--- src/kml_pkg.sv ---
`timescale 1ns / 1ps
package kml_pkg;

  localparam int NCLU   = 8;
  localparam int NDIM   = 4;
  localparam int CW     = 16;
  localparam int CNTW   = 17;
  localparam int SUMW   = 32;
  localparam int SQW    = 32;
  localparam int DISTW  = 34;
  localparam int TOTW   = 52;
  localparam int IDXW   = 3;
  localparam logic [CNTW-1:0] MAX_PTS = 17'd65536;

  // commands
  localparam logic [1:0] CMD_LOAD  = 2'd0;
  localparam logic [1:0] CMD_POINT = 2'd1;
  localparam logic [1:0] CMD_FIN   = 2'd2;

  // result kinds
  localparam logic [1:0] KIND_LOAD   = 2'd0;
  localparam logic [1:0] KIND_POINT  = 2'd1;
  localparam logic [1:0] KIND_CENTRE = 2'd2;

  // configuration register indexes
  localparam logic REG_CLUSTERS = 1'b0;
  localparam logic REG_DIMS     = 1'b1;

  typedef enum logic [2:0] {
    ST_IDLE,
    ST_LOAD,
    ST_SCAN,
    ST_WAIT,
    ST_POINT,
    ST_DLOAD,
    ST_DIV,
    ST_FIN
  } state_t;

  typedef struct packed {
    logic [1:0]        cmd;
    logic [2:0]        centre_index;
    logic signed [15:0] coord_0;
    logic signed [15:0] coord_1;
    logic signed [15:0] coord_2;
    logic signed [15:0] coord_3;
  } in_t;

  typedef struct packed {
    logic [1:0]         kind;
    logic [2:0]         cluster_index;
    logic [33:0]        distance;
    logic signed [15:0] new_coord_0;
    logic signed [15:0] new_coord_1;
    logic signed [15:0] new_coord_2;
    logic signed [15:0] new_coord_3;
    logic [16:0]        member_count;
    logic [51:0]        total_distance;
    logic               stable;
    logic               last;
  } out_t;

  typedef struct packed {
    logic sq_en;
    logic div_load;
    logic div_step;
  } lane_ctl_t;

  typedef struct packed {
    logic            vld;
    logic            first;
    logic            last;
    logic [IDXW-1:0] idx;
  } tag_t;

endpackage

--- src/kml_lane.sv ---
`timescale 1ns / 1ps
module kml_lane (
  input  logic                          clk,
  input  kml_pkg::lane_ctl_t            ctl,
  input  logic                          lane_on,
  input  logic signed [kml_pkg::CW-1:0] point,
  input  logic signed [kml_pkg::CW-1:0] centre,
  input  logic signed [kml_pkg::SUMW-1:0] sum,
  input  logic [kml_pkg::CNTW-1:0]      count,
  output logic [kml_pkg::SQW-1:0]       sq_r,
  output logic signed [kml_pkg::CW-1:0] quo
);

  logic signed [kml_pkg::CW:0]        diff;
  logic signed [2*kml_pkg::CW+1:0]    prod;
  logic [kml_pkg::SQW-1:0]            sq_nxt;
  logic [kml_pkg::SUMW-1:0]           quo_r, quo_nxt;
  logic [kml_pkg::CNTW-1:0]           rem_r, rem_nxt, div_r;
  logic [kml_pkg::CNTW:0]             trial;
  logic                               ge;
  logic                               neg_r, zero_r;
  logic [kml_pkg::SUMW-1:0]           mag;
  logic [kml_pkg::SUMW-1:0]           signed_q;

  // squared difference of one coordinate
  always_comb begin
    diff   = $signed({point[kml_pkg::CW-1], point}) - $signed({centre[kml_pkg::CW-1], centre});
    prod   = diff * diff;
    sq_nxt = lane_on ? prod[kml_pkg::SQW-1:0] : '0;
  end

  always_ff @(posedge clk) begin
    if (ctl.sq_en) begin
      sq_r <= sq_nxt;
    end
  end

  // restoring divider, one quotient bit a cycle
  always_comb begin
    mag     = sum[kml_pkg::SUMW-1] ? (~sum + 1'b1) : sum;
    trial   = {rem_r, quo_r[kml_pkg::SUMW-1]};
    ge      = trial >= {1'b0, div_r};
    rem_nxt = ge ? kml_pkg::CNTW'(trial - {1'b0, div_r}) : trial[kml_pkg::CNTW-1:0];
    quo_nxt = {quo_r[kml_pkg::SUMW-2:0], ge};
  end

  always_ff @(posedge clk) begin
    if (ctl.div_load) begin
      quo_r  <= mag;
      rem_r  <= '0;
      div_r  <= count;
      neg_r  <= sum[kml_pkg::SUMW-1];
      zero_r <= !(lane_on && (count != '0));
    end else if (ctl.div_step) begin
      quo_r <= quo_nxt;
      rem_r <= rem_nxt;
    end
  end

  // sign fix and truncation to coordinate width
  always_comb begin
    signed_q = neg_r ? (~quo_r + 1'b1) : quo_r;
    quo      = zero_r ? '0 : signed_q[kml_pkg::CW-1:0];
  end

endmodule

--- config.mk ---
export PLATFORM = sky130hd
export DESIGN_NAME = kml_lane
export DESIGN_NICKNAME = d
export VERILOG_FILES = /design/src/kml_pkg.sv /design/src/kml_lane.sv
export SDC_FILE = /design/constraint.sdc
export NUM_CORES = 1
export LEC_CHECK = 0
export BUFFER_PORTS_ARGS = -buffer_cell sky130_fd_sc_hd__buf_2
export CAP_MARGIN = 20
export CORE_MARGIN = 4
export CORE_UTILIZATION = 57
export DETAILED_ROUTE_END_ITERATION = 8
export PLACE_DENSITY_LB_ADDON = 0.15
export SYNTH_ARGS = -nofsm -noshare
export SYNTH_HDL_FRONTEND = slang
export SYNTH_SLANG_ARGS = --single-unit
--- constraint.sdc ---
create_clock -name clk -period 10.2 [get_ports clk]
set_clock_uncertainty 0.15 [all_clocks]
set_input_delay 2.04 -clock clk [delete_from_list [all_inputs] [get_ports clk]]
set_output_delay 2.04 -clock clk [all_outputs]
set_load 0.02 [all_outputs]
Word level (Yosys, flattened, before mapping) --
Cells that the tools add are included.
Operators by class: reduce and logical (&&, ||, !) cells 4, add/sub/neg operators 4, $mul 1, bitwise operators 2, multiplexer cells 6, $lt $le $gt $ge 1
Operator list (count):
- two-way mux 32 bit | 3
- adder 32 x 1 -> 32 bit, second input constant | 1
- multiplier 17 x 17 -> 32 bit | 1
- two-way mux 16 bit | 2
- NOT 32 bit | 1
- greater-or-equal comparator 18 x 17 -> 1 bit | 1
- two-way mux 17 bit | 1
- nonzero test 17 bit | 1
- subtractor 16 x 16 -> 17 bit | 1
- subtractor 17 bit | 1
- adder 16 x 1 -> 16 bit, second input constant | 1
- NOT 16 bit | 1
- nonzero test 2 bit | 1
- logical AND 1 bit | 1
- logical NOT 1 bit | 1
Word-level totals: input bits 86, output and inout bits 48, flip-flop bits (word level) 100

Logic depth before layout (Yosys ltp) --
word-level depth 4, mapped depth 35, depth with buffers taken out 34

Worst setup path before layout --
Ideal clock, no wire load.
kind input to register, start point input port point[0] in the netlist's numbering, end point register sq_r[28] in the netlist's numbering, data pin, setup time 254 ps, path buffers 1, data arrival time 9376 ps, required time 9796 ps, stages 33, path slack 420 ps, cells stage by stage inv_1 -> ha_1 -> inv_1 -> fa_1 -> a211oi_1 -> nor2_1 -> o31ai_1 -> nor2b_1 -> o21ai_0 -> nand2b_1 -> xor2_1 -> clkbuf_1 -> nand2_1 -> fa_1 -> inv_1 -> fa_1 -> inv_1 -> fa_1 -> inv_1 -> fa_1 -> fa_1 -> inv_1 -> fa_1 -> inv_1 -> ha_1 -> a21o_1 -> a21o_1 -> a21oi_1 -> a2bb2oi_1 -> a31oi_1 -> nor4_1 -> nor3_1 -> o21a_1
On the way: longest elaborated chain between the ends 2
RTL lines:
- from (decl) | line kml_lane.sv:6 | input logic signed [kml_pkg::CW-1:0] point,
- subtractor 16 x 16 -> 17 bit | line kml_lane.sv:27 | diff = $signed({point[kml_pkg::CW-1], point}) - $signed({centre[kml_pkg::CW-1], centre});
- multiplier 17 x 17 -> 32 bit | line kml_lane.sv:28 | prod = diff * diff;
- to (signal assigned) | line kml_lane.sv:34 | sq_r <= sq_nxt;
- to (decl) | line kml_lane.sv:10 | output logic [kml_pkg::SQW-1:0] sq_r,
Every way passes these cells. A chain may end at the register's enable or synchronous reset.

Worst setup path in the final report --
start point input port point[0] in the netlist's numbering, end point register sq_r[23] in the netlist's numbering, data pin
The elaborated chain is that of the path after synthesis.

==> flow_summary_export.csv <==
group,metric,value,unit
die,die_x,174,um
place,post-place-ws,-0.0583,ns
timing,fmax,0.103,GHz
synth,syn-num-nets,2179,
routing,drt_iter0_markers,941,
clock_network,cts_resized,0,
die,start_util,58.1,%
critical_path,cp-end-kind,"flip-flop",
global_route,first_global_vias,12200,
run_status,outcome,"finished clean",
hold_path,hold_path_end,"rem_r[9]",
cells_and_area,layout.cells.non_filler,2234,
global_route,antenna_found_initial,0,
synth,synth_top_cell_by_area,"fa_1",
cells_and_area,final_layout_size_suffix_gt1_share,11.9,%
critical_path,slowest_delay,0.52,ns
global_route,grt_overflow,0,
timing,setup_viol,0,
clock_network,post_cts_buffers,0,
die,die_y,174,um
critical_path,critPathRequiredTime,10.15,ns
routing,final_antenna_net_count,0,
cells_and_area,diodes,0,
critical_path,reg2reg_slack,6.48,ns
die,row_count,60,
synth,synth-main-ff-cell,"edfxtp_1",
hold_path,holdPathStages,2,
timing,period_share,95.3,%
synth,ys_seq_area_share,17.8,%
synth,syn_area,15700,um2
routing,vias_per_cell,5.32,
timing,finalMaxSlewViolations,0,
critical_path,r2r_end,"rem_r[13]",
clock_network,clockBufferDepth,2,
global_route,grtUsageTotal,23.9,%
clock_network,numCtsBuffers,9,
clock_network,clk_pin_slew,0.07,ns
clock_network,h-tree-depth,3,
synth,ys.warnings.count,0,
critical_path,crit_type,"in2reg",
routing,routedWlPerCell,15.9,um
die,io_pins,134,
clock_network,cts.sinks,99,
cells_and_area,nFillCells,2322,
critical_path,cp-start-kind,"input pin",
critical_path,critPathMaxFanout,7,
die,dieArea,30400,um2
timing,post-route-min-period,9.72,ns
synth,async_reset_ff_share,0,%
cells_and_area,final_nets,2315,
synth,synth-edff-count,82,
run,cap_violations,0,
timing,tightest_slew,1.02,ns
critical_path,cp_num_cells,33,
place,dpl.cell_count,2217,
critical_path,rr_startpoint,"quo_r[31]",
routing,finalWirelength,35500,um
timing,final_hold_viol_count,0,
synth,synth.distinct_cells,73,
clock_network,cts_tree,"done",
critical_path,r2r_cells,11,
routing,drcViolationCount,0,
cells_and_area,areaGrowthSynthToFinish,10.3,%
die,core-area,27100,um2
synth,synth_seq_cells,99,
synth,syn_area_per_cell,9.15,um2
global_route,grt_max_degree,80,
global_route,grt_pass1_wl,59500,um
routing,drt_pass1_iterations,6,
timing,slew_headroom,31.6,%
timing,timing.hold.ws,0.357,ns
timing,setup_ws,0.480,ns
place,portBuffers,132,
clock_network,holdBufCountCts,0,
timing,grt_setup_unrepaired,"no",
place,place_congestion,0.976,
critical_path,arrival,9.67,ns
clock_network,clk_latency,0.35,ns
synth,netlist.area_leader.share,33.0,%
critical_path,path_buf_inv,9,
synth,synthCells,1721,
clock_network,cts_root_buffer,"clkbuf_16",
critical_path,cpMaxStageDelayCell,"a21boi_0",
routing,vias,11900,
hold_path,hold_class,"reg2reg",
critical_path,timing.critical_path.max_delay_family,"adder cells",
synth,ys_top_cells_by_area,"fa_1 33%, edfxtp_1 16%, ha_1 8.9%, inv_1 8.8%, nor2_1 4.3%",
timing,setup-tns-final,0,ns
place,dp_hpwl,30100,um
hold_path,hold_path_startpoint,"rem_r[9]",
## cell type report
type,instances,area (um2),share of cell area [%]
multi-input cells,1200,11400,65.7
flip-flops and latches,99,2800,16.1
inverters,374,1400,8.08
repair buffers,173,978,5.63
well taps,372,465,2.68
clock buffers,9,225,1.30
clock inverters,7,82.6,0.475
## worst max path at each step
stage                   from       end  slack [ns]
floorplan           point[0]  sq_r[28]        0.42
global placement    point[0]  sq_r[23]        0.05
detailed placement  point[0]  sq_r[31]       -0.06
CTS                 point[0]  sq_r[31]        0.31
global route        point[0]  sq_r[31]        0.04
finish              point[0]  sq_r[23]        0.48
## flip-flops by register name, indices dropped and copies added, names as in the netlist
register and flops:
sq_r 31, div_r 17, rem_r 17, quo_r 32
neg_r 1, zero_r 1
## cell usage in the layout (no fill, tap or decap), types with 16 or more instances in the layout
master and n:
mux2i_1 16, a21o_1 16, and2_1 34, nor2_1 182, dfxtp_1 17, buf_2 132
nand2_1 141, o31ai_1 22, o21ai_0 46, edfxtp_1 82, buf_4 39, inv_1 368
fa_1 260, a21oi_1 78, nor3_1 18, ha_1 112, xor2_1 51, xnor2_1 44
## Yosys cell counts, drive strengths merged, types with 3 or more instances
cell and instances:
nor2 183, a211oi 17, a311oi 4, nand3 15, or2 6, a31oi 7
edfxtp 82, and2 34, nand2 141, a21o 16, nor3b 5, buf 6
clkinv 4, ha 112, o21a 8, a2111oi 3, mux2i 16, o211ai 5
xor2 53, nand4 9, dfxtp 17, xnor2 45, or4 5, a21oi 79
o21bai 4, o21ai 48, clkbuf 42, o41ai 4, nor3 19, nand2b 15
a21boi 3, o31ai 26, and3 4, nor2b 14, nor4 7, or3 7
inv 370, fa 260
## per-layer routing
layer	up-vias	GRT usage [%]	wire length (um)	share of wire, %
met5	-	0	0	0
met4	0	6.66	844	2.4
met3	53	2.94	2170	6.1
met2	377	39.4	16600	47
met1	5738	33.6	15900	45
li1	5717	-	-	-
## metrics by stage
stage | instance area [um2] | utilization, %
final | 17400 | 64.1
after global routing | 17400 | 64.1
after CTS | 17300 | 63.9
after detailed placement | 17000 | 62.7
after global placement | 17000 | 62.7
after floorplan | 15700 | -
## cell families (layout without fill, tap and decap cells)
| logic type | count (synthesis) | in the layout | share of synthesized area, % |
|---|---|---|---|
| and+or+nand+nor | 472 | 472 | 13.7 |
| buffers and inverters | 422 | 563 | 10.1 |
| adders and majority gates | 372 | 372 | 41.9 |
| AOI/OAI and AO/OA | 240 | 240 | 9.85 |
| DFF | 99 | 99 | 17.8 |
| xor gates and xnor gates | 98 | 98 | 5.50 |
| muxes | 17 | 17 | 1.09 |
| other | 1 | 1 | 0.0238 |
## worst min-delay path: stages (launching register included)
cell and delay [ns]:
dfxtp_1 0.33, nor2_1 0.09, a311oi_1 0.05
Power is not shown: default switching activity piles up to over one toggle a cycle in this logic, so the estimate is an artifact.
