## src/kml_pkg.sv

```systemverilog
`timescale 1ns / 1ps
package kml_pkg;

  localparam int NCLU   = 8;
  localparam int NDIM   = 4;
  localparam int CW     = 16;
  localparam int CNTW   = 17;
  localparam int SUMW   = 32;
  localparam int SQW    = 32;
  localparam int DISTW  = 34;
  localparam int TOTW   = 52;
  localparam int IDXW   = 3;
  localparam logic [CNTW-1:0] MAX_PTS = 17'd65536;

  // commands
  localparam logic [1:0] CMD_LOAD  = 2'd0;
  localparam logic [1:0] CMD_POINT = 2'd1;
  localparam logic [1:0] CMD_FIN   = 2'd2;

  // result kinds
  localparam logic [1:0] KIND_LOAD   = 2'd0;
  localparam logic [1:0] KIND_POINT  = 2'd1;
  localparam logic [1:0] KIND_CENTRE = 2'd2;

  // configuration register indexes
  localparam logic REG_CLUSTERS = 1'b0;
  localparam logic REG_DIMS     = 1'b1;

  typedef enum logic [2:0] {
    ST_IDLE,
    ST_LOAD,
    ST_SCAN,
    ST_WAIT,
    ST_POINT,
    ST_DLOAD,
    ST_DIV,
    ST_FIN
  } state_t;

  typedef struct packed {
    logic [1:0]        cmd;
    logic [2:0]        centre_index;
    logic signed [15:0] coord_0;
    logic signed [15:0] coord_1;
    logic signed [15:0] coord_2;
    logic signed [15:0] coord_3;
  } in_t;

  typedef struct packed {
    logic [1:0]         kind;
    logic [2:0]         cluster_index;
    logic [33:0]        distance;
    logic signed [15:0] new_coord_0;
    logic signed [15:0] new_coord_1;
    logic signed [15:0] new_coord_2;
    logic signed [15:0] new_coord_3;
    logic [16:0]        member_count;
    logic [51:0]        total_distance;
    logic               stable;
    logic               last;
  } out_t;

  typedef struct packed {
    logic sq_en;
    logic div_load;
    logic div_step;
  } lane_ctl_t;

  typedef struct packed {
    logic            vld;
    logic            first;
    logic            last;
    logic [IDXW-1:0] idx;
  } tag_t;

endpackage

```

## src/kml_merge.sv

```systemverilog
`timescale 1ns / 1ps
module kml_merge (
  input  logic                          clk,
  input  logic                          rst_n,
  input  kml_pkg::tag_t                 tag,
  input  logic [kml_pkg::SQW-1:0]       sq [kml_pkg::NDIM],
  output logic [kml_pkg::IDXW-1:0]      best_idx_r,
  output logic [kml_pkg::DISTW-1:0]     best_dist_r,
  output logic                          done_r
);

  logic [kml_pkg::DISTW-1:0] dsum;
  logic                      take;

  // lane sum and compare with best so far
  always_comb begin
    dsum = '0;
    for (int d = 0; d < kml_pkg::NDIM; d++) begin
      dsum = dsum + kml_pkg::DISTW'(sq[d]);
    end
    take = tag.vld && (tag.first || (dsum < best_dist_r));
  end

  always_ff @(posedge clk) begin
    if (take) begin
      best_dist_r <= dsum;
      best_idx_r  <= tag.idx;
    end
  end

  always_ff @(posedge clk) begin
    if (!rst_n) begin
      done_r <= 1'b0;
    end else begin
      done_r <= tag.vld && tag.last;
    end
  end

endmodule

```

## config.mk

```make
export PLATFORM = sky130hd
export DESIGN_NAME = kml_merge
export DESIGN_NICKNAME = d
export VERILOG_FILES = /design/src/kml_pkg.sv /design/src/kml_merge.sv
export SDC_FILE = /design/constraint.sdc
export NUM_CORES = 1
export LEC_CHECK = 0
export BUFFER_PORTS_ARGS = -buffer_cell sky130_fd_sc_hd__buf_4
export CAP_MARGIN = 20
export CORE_MARGIN = 2
export CORE_UTILIZATION = 48
export DETAILED_ROUTE_END_ITERATION = 10
export GPL_TIMING_DRIVEN = 0
export PLACE_DENSITY = 0.87
export SLEW_MARGIN = 0
export SYNTH_ARGS = -nofsm -noshare
export SYNTH_HDL_FRONTEND = slang
export SYNTH_SLANG_ARGS = --single-unit
```

## constraint.sdc

```tcl
create_clock -name clk -period 6.1 [get_ports clk]
set_clock_uncertainty 0.05 [all_clocks]
set_input_delay 0.61 -clock clk [delete_from_list [all_inputs] [get_ports clk]]
set_output_delay 0.61 -clock clk [all_outputs]
set_load 0.005 [all_outputs]
```

* After elaboration in Yosys (flattened, before gate mapping)
Cells that the tools add are included.
** Word-level totals
- Register bits after elaboration :: 38
- Bits of input ports :: 136
- Output and inout port bits :: 38
- Word-level logic and storage cells :: 10
** Operators by class
- Add/subtract/negate cells :: 3
- Magnitude comparators :: 1
- Reduce and logical (&&, ||, !) cells :: 3
** Operator list (count)
- $add A33 B32 Y34 :: 1
- $add A34 B32 Y34 :: 1
- $lt A34 B34 Y1 :: 1
- $add A32 B32 Y33 :: 1
- $logic_and A1 B1 Y1 :: 2
- $logic_or A1 B1 Y1 :: 1

* Depth between registers and ports, before layout
Gate-level depths: netlist of run 1.
- Word-level depth :: 6
- Gate-level depth with buffers :: 20
- Depth with buffers taken out :: 20

* Least setup slack after synthesis of run 1
OpenSTA, ideal clock, no wires.
- Path kind :: input-to-reg
- Start :: input sq[1] (netlist name)
- End :: register best_dist_r[0] (netlist name) (enable)
- Arrival time :: 6.188 ns
- Required time :: 5.596 ns
- Slack :: -0.592 ns
- Cell stages on the path :: 20
- Path buffers :: 0
- Cell sequence :: inv_1 > fa_1 > fa_1 > inv_1 > ha_1 > inv_1 > fa_1 > nor2b_1 > o311a_1 > o21ai_1 > a21bo_2 > nor4b_1 > a311oi_1 > ha_1 > a21o_1 > nand3_1 > a21oi_1 > o31ai_1 > o311ai_0 > a31oi_1
** On the way
- Longest elaborated chain between the ends :: 4
** Ends and longest elaborated chain
- start, declared :: RTL line kml_merge.sv:6 : input logic [kml_pkg::SQW-1:0] sq [kml_pkg::NDIM],
- $add A34 B32 Y34 :: RTL line kml_merge.sv:19 : dsum = dsum + kml_pkg::DISTW'(sq[d]);
- via dsum, one bit :: RTL line kml_merge.sv:12 : logic [kml_pkg::DISTW-1:0] dsum;
- $lt A34 B34 Y1 :: RTL line kml_merge.sv:21 : take = tag.vld && (tag.first || (dsum < best_dist_r));
- $logic_or A1 B1 Y1 :: RTL line kml_merge.sv:21
- $logic_and A1 B1 Y1 :: RTL line kml_merge.sv:21
- via take :: RTL line kml_merge.sv:13 : logic take;
- end signal, assigned :: RTL line kml_merge.sv:26 : best_dist_r <= dsum;
- end, declared :: RTL line kml_merge.sv:8 : output logic [kml_pkg::DISTW-1:0] best_dist_r,
The timed path passes the listed nets, and every way through them passes these cells.
A chain may end at the register's enable or synchronous reset.

* Worst setup path after layout of run 1
- Start :: input sq[2] (netlist name)
- End :: register best_dist_r[25] (netlist name) (enable)
The elaborated chain is that of the path after synthesis.

==> results of run 1 <==
## per-layer routing
| metal | routed length, um | part of all wire (%) | track usage [%] |
|---|---|---|---|
| met5 | 0 | 0 | 0 |
| met4 | 188 | 1.5 | 4.23 |
| met3 | 596 | 4.7 | 1.94 |
| met2 | 6380 | 51 | 36.7 |
| met1 | 5400 | 43 | 26.9 |
## cell usage after synthesis, drive strengths merged (4+ instances only)
library cell,instances
and3,8
xnor2,19
edfxtp,37
o21ai,21
inv,167
nand2,27
a221oi,4
nand4,11
nor3,7
nand3,10
xor2,7
clkbuf,4
o21bai,4
o211ai,5
a21oi,39
nor2,24
fa,64
buf,4
o21a,6
or3,4
a31oi,6
a21o,19
ha,66
## timing repair
item,in CTS,in global routing
hold buffers,0,0
gates resized for setup,0,2
endpoints found under the setup margin,0,37
## flip-flops by register name (all words and copies together), names as in the netlist
| signal | count |
|---|---|
| best_dist_r | 34 |
| best_idx_r | 3 |
| done_r | 1 |
## per-stage QoR
stage | setup TNS, ps | setup WS (ps)
floorplan | 0 | 149
global placement | -31170 | -843
detailed placement | -1700 | -101
CTS | 0 | 195
global route | 0 | 106
finish | 0 | 426
## path summary, 6_finish.rpt
kind                                       from         endpoint
worst max-delay path                      sq[2]  best_dist_r[25]
worst min-delay path                     tag[2]    best_idx_r[2]
worst max register to register   best_dist_r[2]  best_dist_r[25]
worst min register to register  best_dist_r[28]  best_dist_r[16]
## worst max-delay path, cell delays in order
cell	delay, ps
buf_4	80
inv_1	40
fa_1	510
fa_1	580
inv_1	60
ha_1	300
a211oi_1	250
o21ai_1	210
o211ai_1	370
a31oi_2	270
o21a_1	250
nor3_1	400
ha_1	210
nand4_1	140
nor4_1	400
nand2_1	100
o21ai_1	310
a31oi_4	290
buf_16	240
## power by group through the flow
stage / logic (W) / clock network [W] / registers [W]
after floorplan: 0.00141 / 0 / 0.000564
after global placement: 0.00200 / 0 / 0.000553
after detailed placement: 0.00209 / 0 / 0.000560
after CTS: 0.00212 / 0.000246 / 0.000556
after global routing: 0.00240 / 0.000257 / 0.000572
final: 0.00214 / 0.000244 / 0.000554
## cell families (layout without fill, tap and decap cells)
family	count (synthesis)	count (layout)	synth area share, %
compound gates	131	132	16.1
xor+xnor	26	26	4.04
fa+ha+maj	130	130	37.4
buf+inv	176	358	12.7
flops	38	38	20.1
simple gates	107	107	9.68
## area by class of cell
type | count | area (sq um) | area share (%)
clock inverter | 2 | 8.76 | 0.120
tap | 143 | 179 | 2.45
sequential | 38 | 1130 | 15.5
multi-input combinational | 395 | 3810 | 52.2
inverter | 167 | 627 | 8.58
clock buffer | 6 | 129 | 1.76
buffer | 9 | 90.1 | 1.23
timing repair buffer | 174 | 1330 | 18.2
==> impl_metrics.yaml, run 1 <==
logic_synthesis:
  yosysTopAreaCellShare_pct: 22.7
  async_flop_share_pct: 0
  yosysUniqueCellTypes: 66
  synth.avg_cell_area_sq_um: 9.27
  synth_area_leader_cell: "fa_1"
  syn_inst: 608
  synth_area_leaders: "fa_1, edfxtp_1, ha_1"
  syn-cell-area_sq_um: 5640
  synth-seq-cells: 38
  synth_flop_cell: "edfxtp_1"
  syn-num-nets: 874
  synth_edf_count: 37
  yosysSeqAreaShare_pct: 20.1
  yosys_warnings: 0
power:
  swShare_pct: 45.0
  leakage_nw: 3.83
  p_comb_share_pct: 72.8
  p_int_w: 0.00161
  ir_worst_vdd_mv: 0.312
  design_power_total_w: 0.00294
  p_switching_w: 0.00132
  seqPwrFrac_pct: 18.9
  p_clk_share_pct: 8.3
  power_density_nw_per_um2: 402
drt:
  vias: 4847
  route.detailed.drc: 0
  via_per_inst: 5.19
  first_pass_iters: 5
  routed_wl_mm: 12.6
  ant_nets: 0
  wl_per_cell_um: 13.5
  initialDrtViolationCount: 270
clocking:
  cts.sinks: 38
  worst_skew_pair.late_latency_ps: 280
  cts_buffers: 5
  cts_tree: "built"
  clk_pin_slew_ps: 50
  cts-root-buf: "clkbuf_16"
  htreeDepth: 2
  cts_setup_buffers: 0
  clk_path_buf_depth: 2
finish:
  fillers: 974
  layout-drive-gt1-share_pct: 26.0
  diodes: 0
  area_growth_pct: 29.6
  final_util_pct: 64.0
  fin_cells: 934
  final_cell_mix: "buf_4, inv_1, ha_1"
  layout_commonest_cell: "buf_4"
  layout.nets: 1056
  fin_area_sq_um: 7310
grt:
  grt_pass1_vias: 4853
  grt_antenna_before_repair: 0
  grt_pass1_wl_mm: 21.4
  grt.total_usage_pct: 20.4
  grt_max_degree: 22
  overflow: 0
sta:
  slew_violations: 0
  rsz0062_at_grt: "false"
  slew_headroom_pct: 56.4
  period_share_pct: 93.0
  finalHoldViolations: 0
  fmax_ghz: 0.176
  tightest_slew_ps: 652
  hold_slack_ps: 459
  final-setup-viol-count: 0
  fin_crit_ps: 5670
worst_setup_path:
  cp-end-kind: "register"
  start_kind: "input port"
  r2r_cells: 9
  cp.arrival_ps: 5660
  reg2reg_setup_slack_ps: 3340
  worstSetupPathType: "input port to register"
  cp_data_required_time_ps: 6080
  crit_fanout: 17
die:
  die_h_um: 112
  num_rows: 39
  core_area_sq_um: 11400
  boundaryPins: 174
  floorplan.die_area_sq_um: 12600
  die_w_um: 112
  initial_utilization_pct: 49.4
place:
  dpl_cell_area_sq_um: 7160
  gp_congestion: 0.882
  place_hpwl_mm: 10.9
  io_buffers: 173
  numPlacedInstances: 925
run:
  cap_violations: 0
outcome:
  status: "finished, final reports clean"
min_path:
  hold_path_class: "input port to register"
  whs_path_depth: 1
(Power assumes the default switching activity.)
==> run 2: changes to the inputs <==
--- a/config.mk
+++ b/config.mk
@@ -7,7 +7,7 @@
 export LEC_CHECK = 0
 export BUFFER_PORTS_ARGS = -buffer_cell sky130_fd_sc_hd__buf_4
 export CAP_MARGIN = 20
-export CORE_MARGIN = 2
+export CORE_MARGIN = 3
 export CORE_UTILIZATION = 48
 export DETAILED_ROUTE_END_ITERATION = 10
 export GPL_TIMING_DRIVEN = 0
==> impl_metrics.yaml, run 2 (synthesis results as in run 1) <==
outcome:
  status: "finished, final reports clean"
power:
  p_int_w: 0.00165
  p_comb_share_pct: 71.3
  p_switching_w: 0.00130
  p_clk_share_pct: 9.9
  power_density_nw_per_um2: 404
  swShare_pct: 44.2
  leakage_nw: 3.83
  ir_worst_vdd_mv: 0.316
  seqPwrFrac_pct: 18.8
die:
  floorplan.die_area_sq_um: 13100
  num_rows: 38
  core_area_sq_um: 11200
  initial_utilization_pct: 50.4
  boundaryPins: 174
  die_h_um: 114
  die_w_um: 114
clocking:
  cts.sinks: 38
  worst_skew_pair.late_latency_ps: 280
  clk_pin_slew_ps: 60
  htreeDepth: 2
  holdBufCountCts: 0
  clk_path_buf_depth: 2
  ctsResizeCount: 0
  cts_buffers: 5
  cts-root-buf: "clkbuf_16"
  cts_setup_buffers: 0
  cts_tree: "built"
drt:
  ant_nets: 0
  vias: 4788
  wl_per_cell_um: 13.5
  via_per_inst: 5.15
  route.detailed.drc: 0
  routed_wl_mm: 12.6
  initialDrtViolationCount: 249
  first_pass_iters: 5
worst_setup_path:
  cp-end-kind: "register"
  crit_path_start: "sq[2]"
  crit_chain: "buf_4 -> inv_1 -> fa_1 -> fa_1 -> inv_1 -> ha_1 -> a211oi_1 -> o21ai_1 -> o211ai_1 -> a31oi_2 -> o21a_1 -> nor3_1 -> ha_1 -> a21o_1 -> a221oi_1 -> o21ai_0 -> a31oi_4 -> buf_12"
  crit_fanout: 30
  slowest_delay_ps: 580
  start_kind: "input port"
  reg2reg_from: "best_dist_r[2]"
  slowest_stage: "fa_1"
  cp_data_required_time_ps: 6020
  cp.arrival_ps: 5620
  worstSetupPathType: "input port to register"
min_path:
  hold_path_class: "input port to register"
  hp-start: "tag[2]"
sta:
  slew_headroom_pct: 60.1
  finalHoldViolations: 0
  fin_crit_ps: 5700
  tightest_slew_ps: 591
  layout_setup_ws_ps: 403
  fmax_ghz: 0.176
  period_share_pct: 93.4
  hold_slack_ps: 456
  final-setup-viol-count: 0
  rsz0062_at_grt: "false"
  fin_tns_setup_ps: 0
  slew_violations: 0
finish:
  layout_commonest_cell: "buf_4"
  ff_latch_area_sq_um: 1130
  diodes: 0
  layout.nets: 1055
  fillers: 944
  layout-drive-gt1-share_pct: 26.2
  multiInputGateArea_sq_um: 3800
  final_cell_mix: "buf_4, inv_1, ha_1"
  largest_register_ffs: 34
  regMostFlops: "best_dist_r"
  largestRegisters: "best_dist_r (34), best_idx_r (3), done_r (1)"
  final_util_pct: 65.5
  area_growth_pct: 29.8
  fin_area_sq_um: 7310
grt:
  grt.total_usage_pct: 19.3
  grt_pass1_vias: 4816
  grt_antenna_before_repair: 0
  grt_pass1_wl_mm: 21.0
  grt_max_degree: 31
  overflow: 0
place:
  dp_slack_ps: 211
  dpl_cell_area_sq_um: 7140
  place_hpwl_mm: 11.1
  io_buffers: 173
  gp_congestion: 0.893
run:
  cap_violations: 0
==> run 2: worst paths after layout <==
check | to | slack, ps | cells after the start
worst max register to register | best_dist_r[25] | 3370 | 9
worst min-delay path | best_idx_r[2] | 460 | 1
worst max-delay path | best_dist_r[25] | 400 | 18
worst min register to register | best_dist_r[29] | 990 | 3
==> run 2: worst max-delay path, delay by kind of cell <==
family / cells / cell delay [ps]
buf+inv: 4 / 440
simple gates: 1 / 440
fa+ha+maj: 4 / 1730
compound gates: 9 / 2390
==> run 2: area by class of cell <==
class                   count  area share [%]
repair buffers            174            18.0
well taps                 140            2.39
plain buffers               9            1.23
clock inverters             3           0.616
clock buffers               5            1.71
flip-flops and latches     38            15.5
multi-input cells         394            52.0
inverters                 167            8.57
==> run 2: per-layer routing <==
metal  GRT usage (%)  vias to the layer above  routed length (um)
met5               0                        -                   0
met4            3.17                        0                 138
met3            3.01                       12                 732
met2            34.3                      137                6360
met1            25.2                     2254                5350
li1                -                     2385                   -
==> run 2: power by group through the flow <==
stage,clock network (W),registers (W),logic (W)
3_3_place_gp,0,0.000555,0.00200
6_report,0.000292,0.000556,0.00211
2_1_floorplan,0,0.000564,0.00141
3_5_place_dp,0,0.000561,0.00210
5_1_grt,0.000306,0.000570,0.00238
4_1_cts,0.000297,0.000556,0.00211
==> run 2: metrics by stage <==
stage | cells | power, W
6_report | 930 | 0.00295
5_1_grt | 930 | 0.00326
4_1_cts | 930 | 0.00297
3_5_place_dp | 922 | 0.00266
3_3_place_gp | 921 | 0.00255
2_1_floorplan | 608 | 0.00198
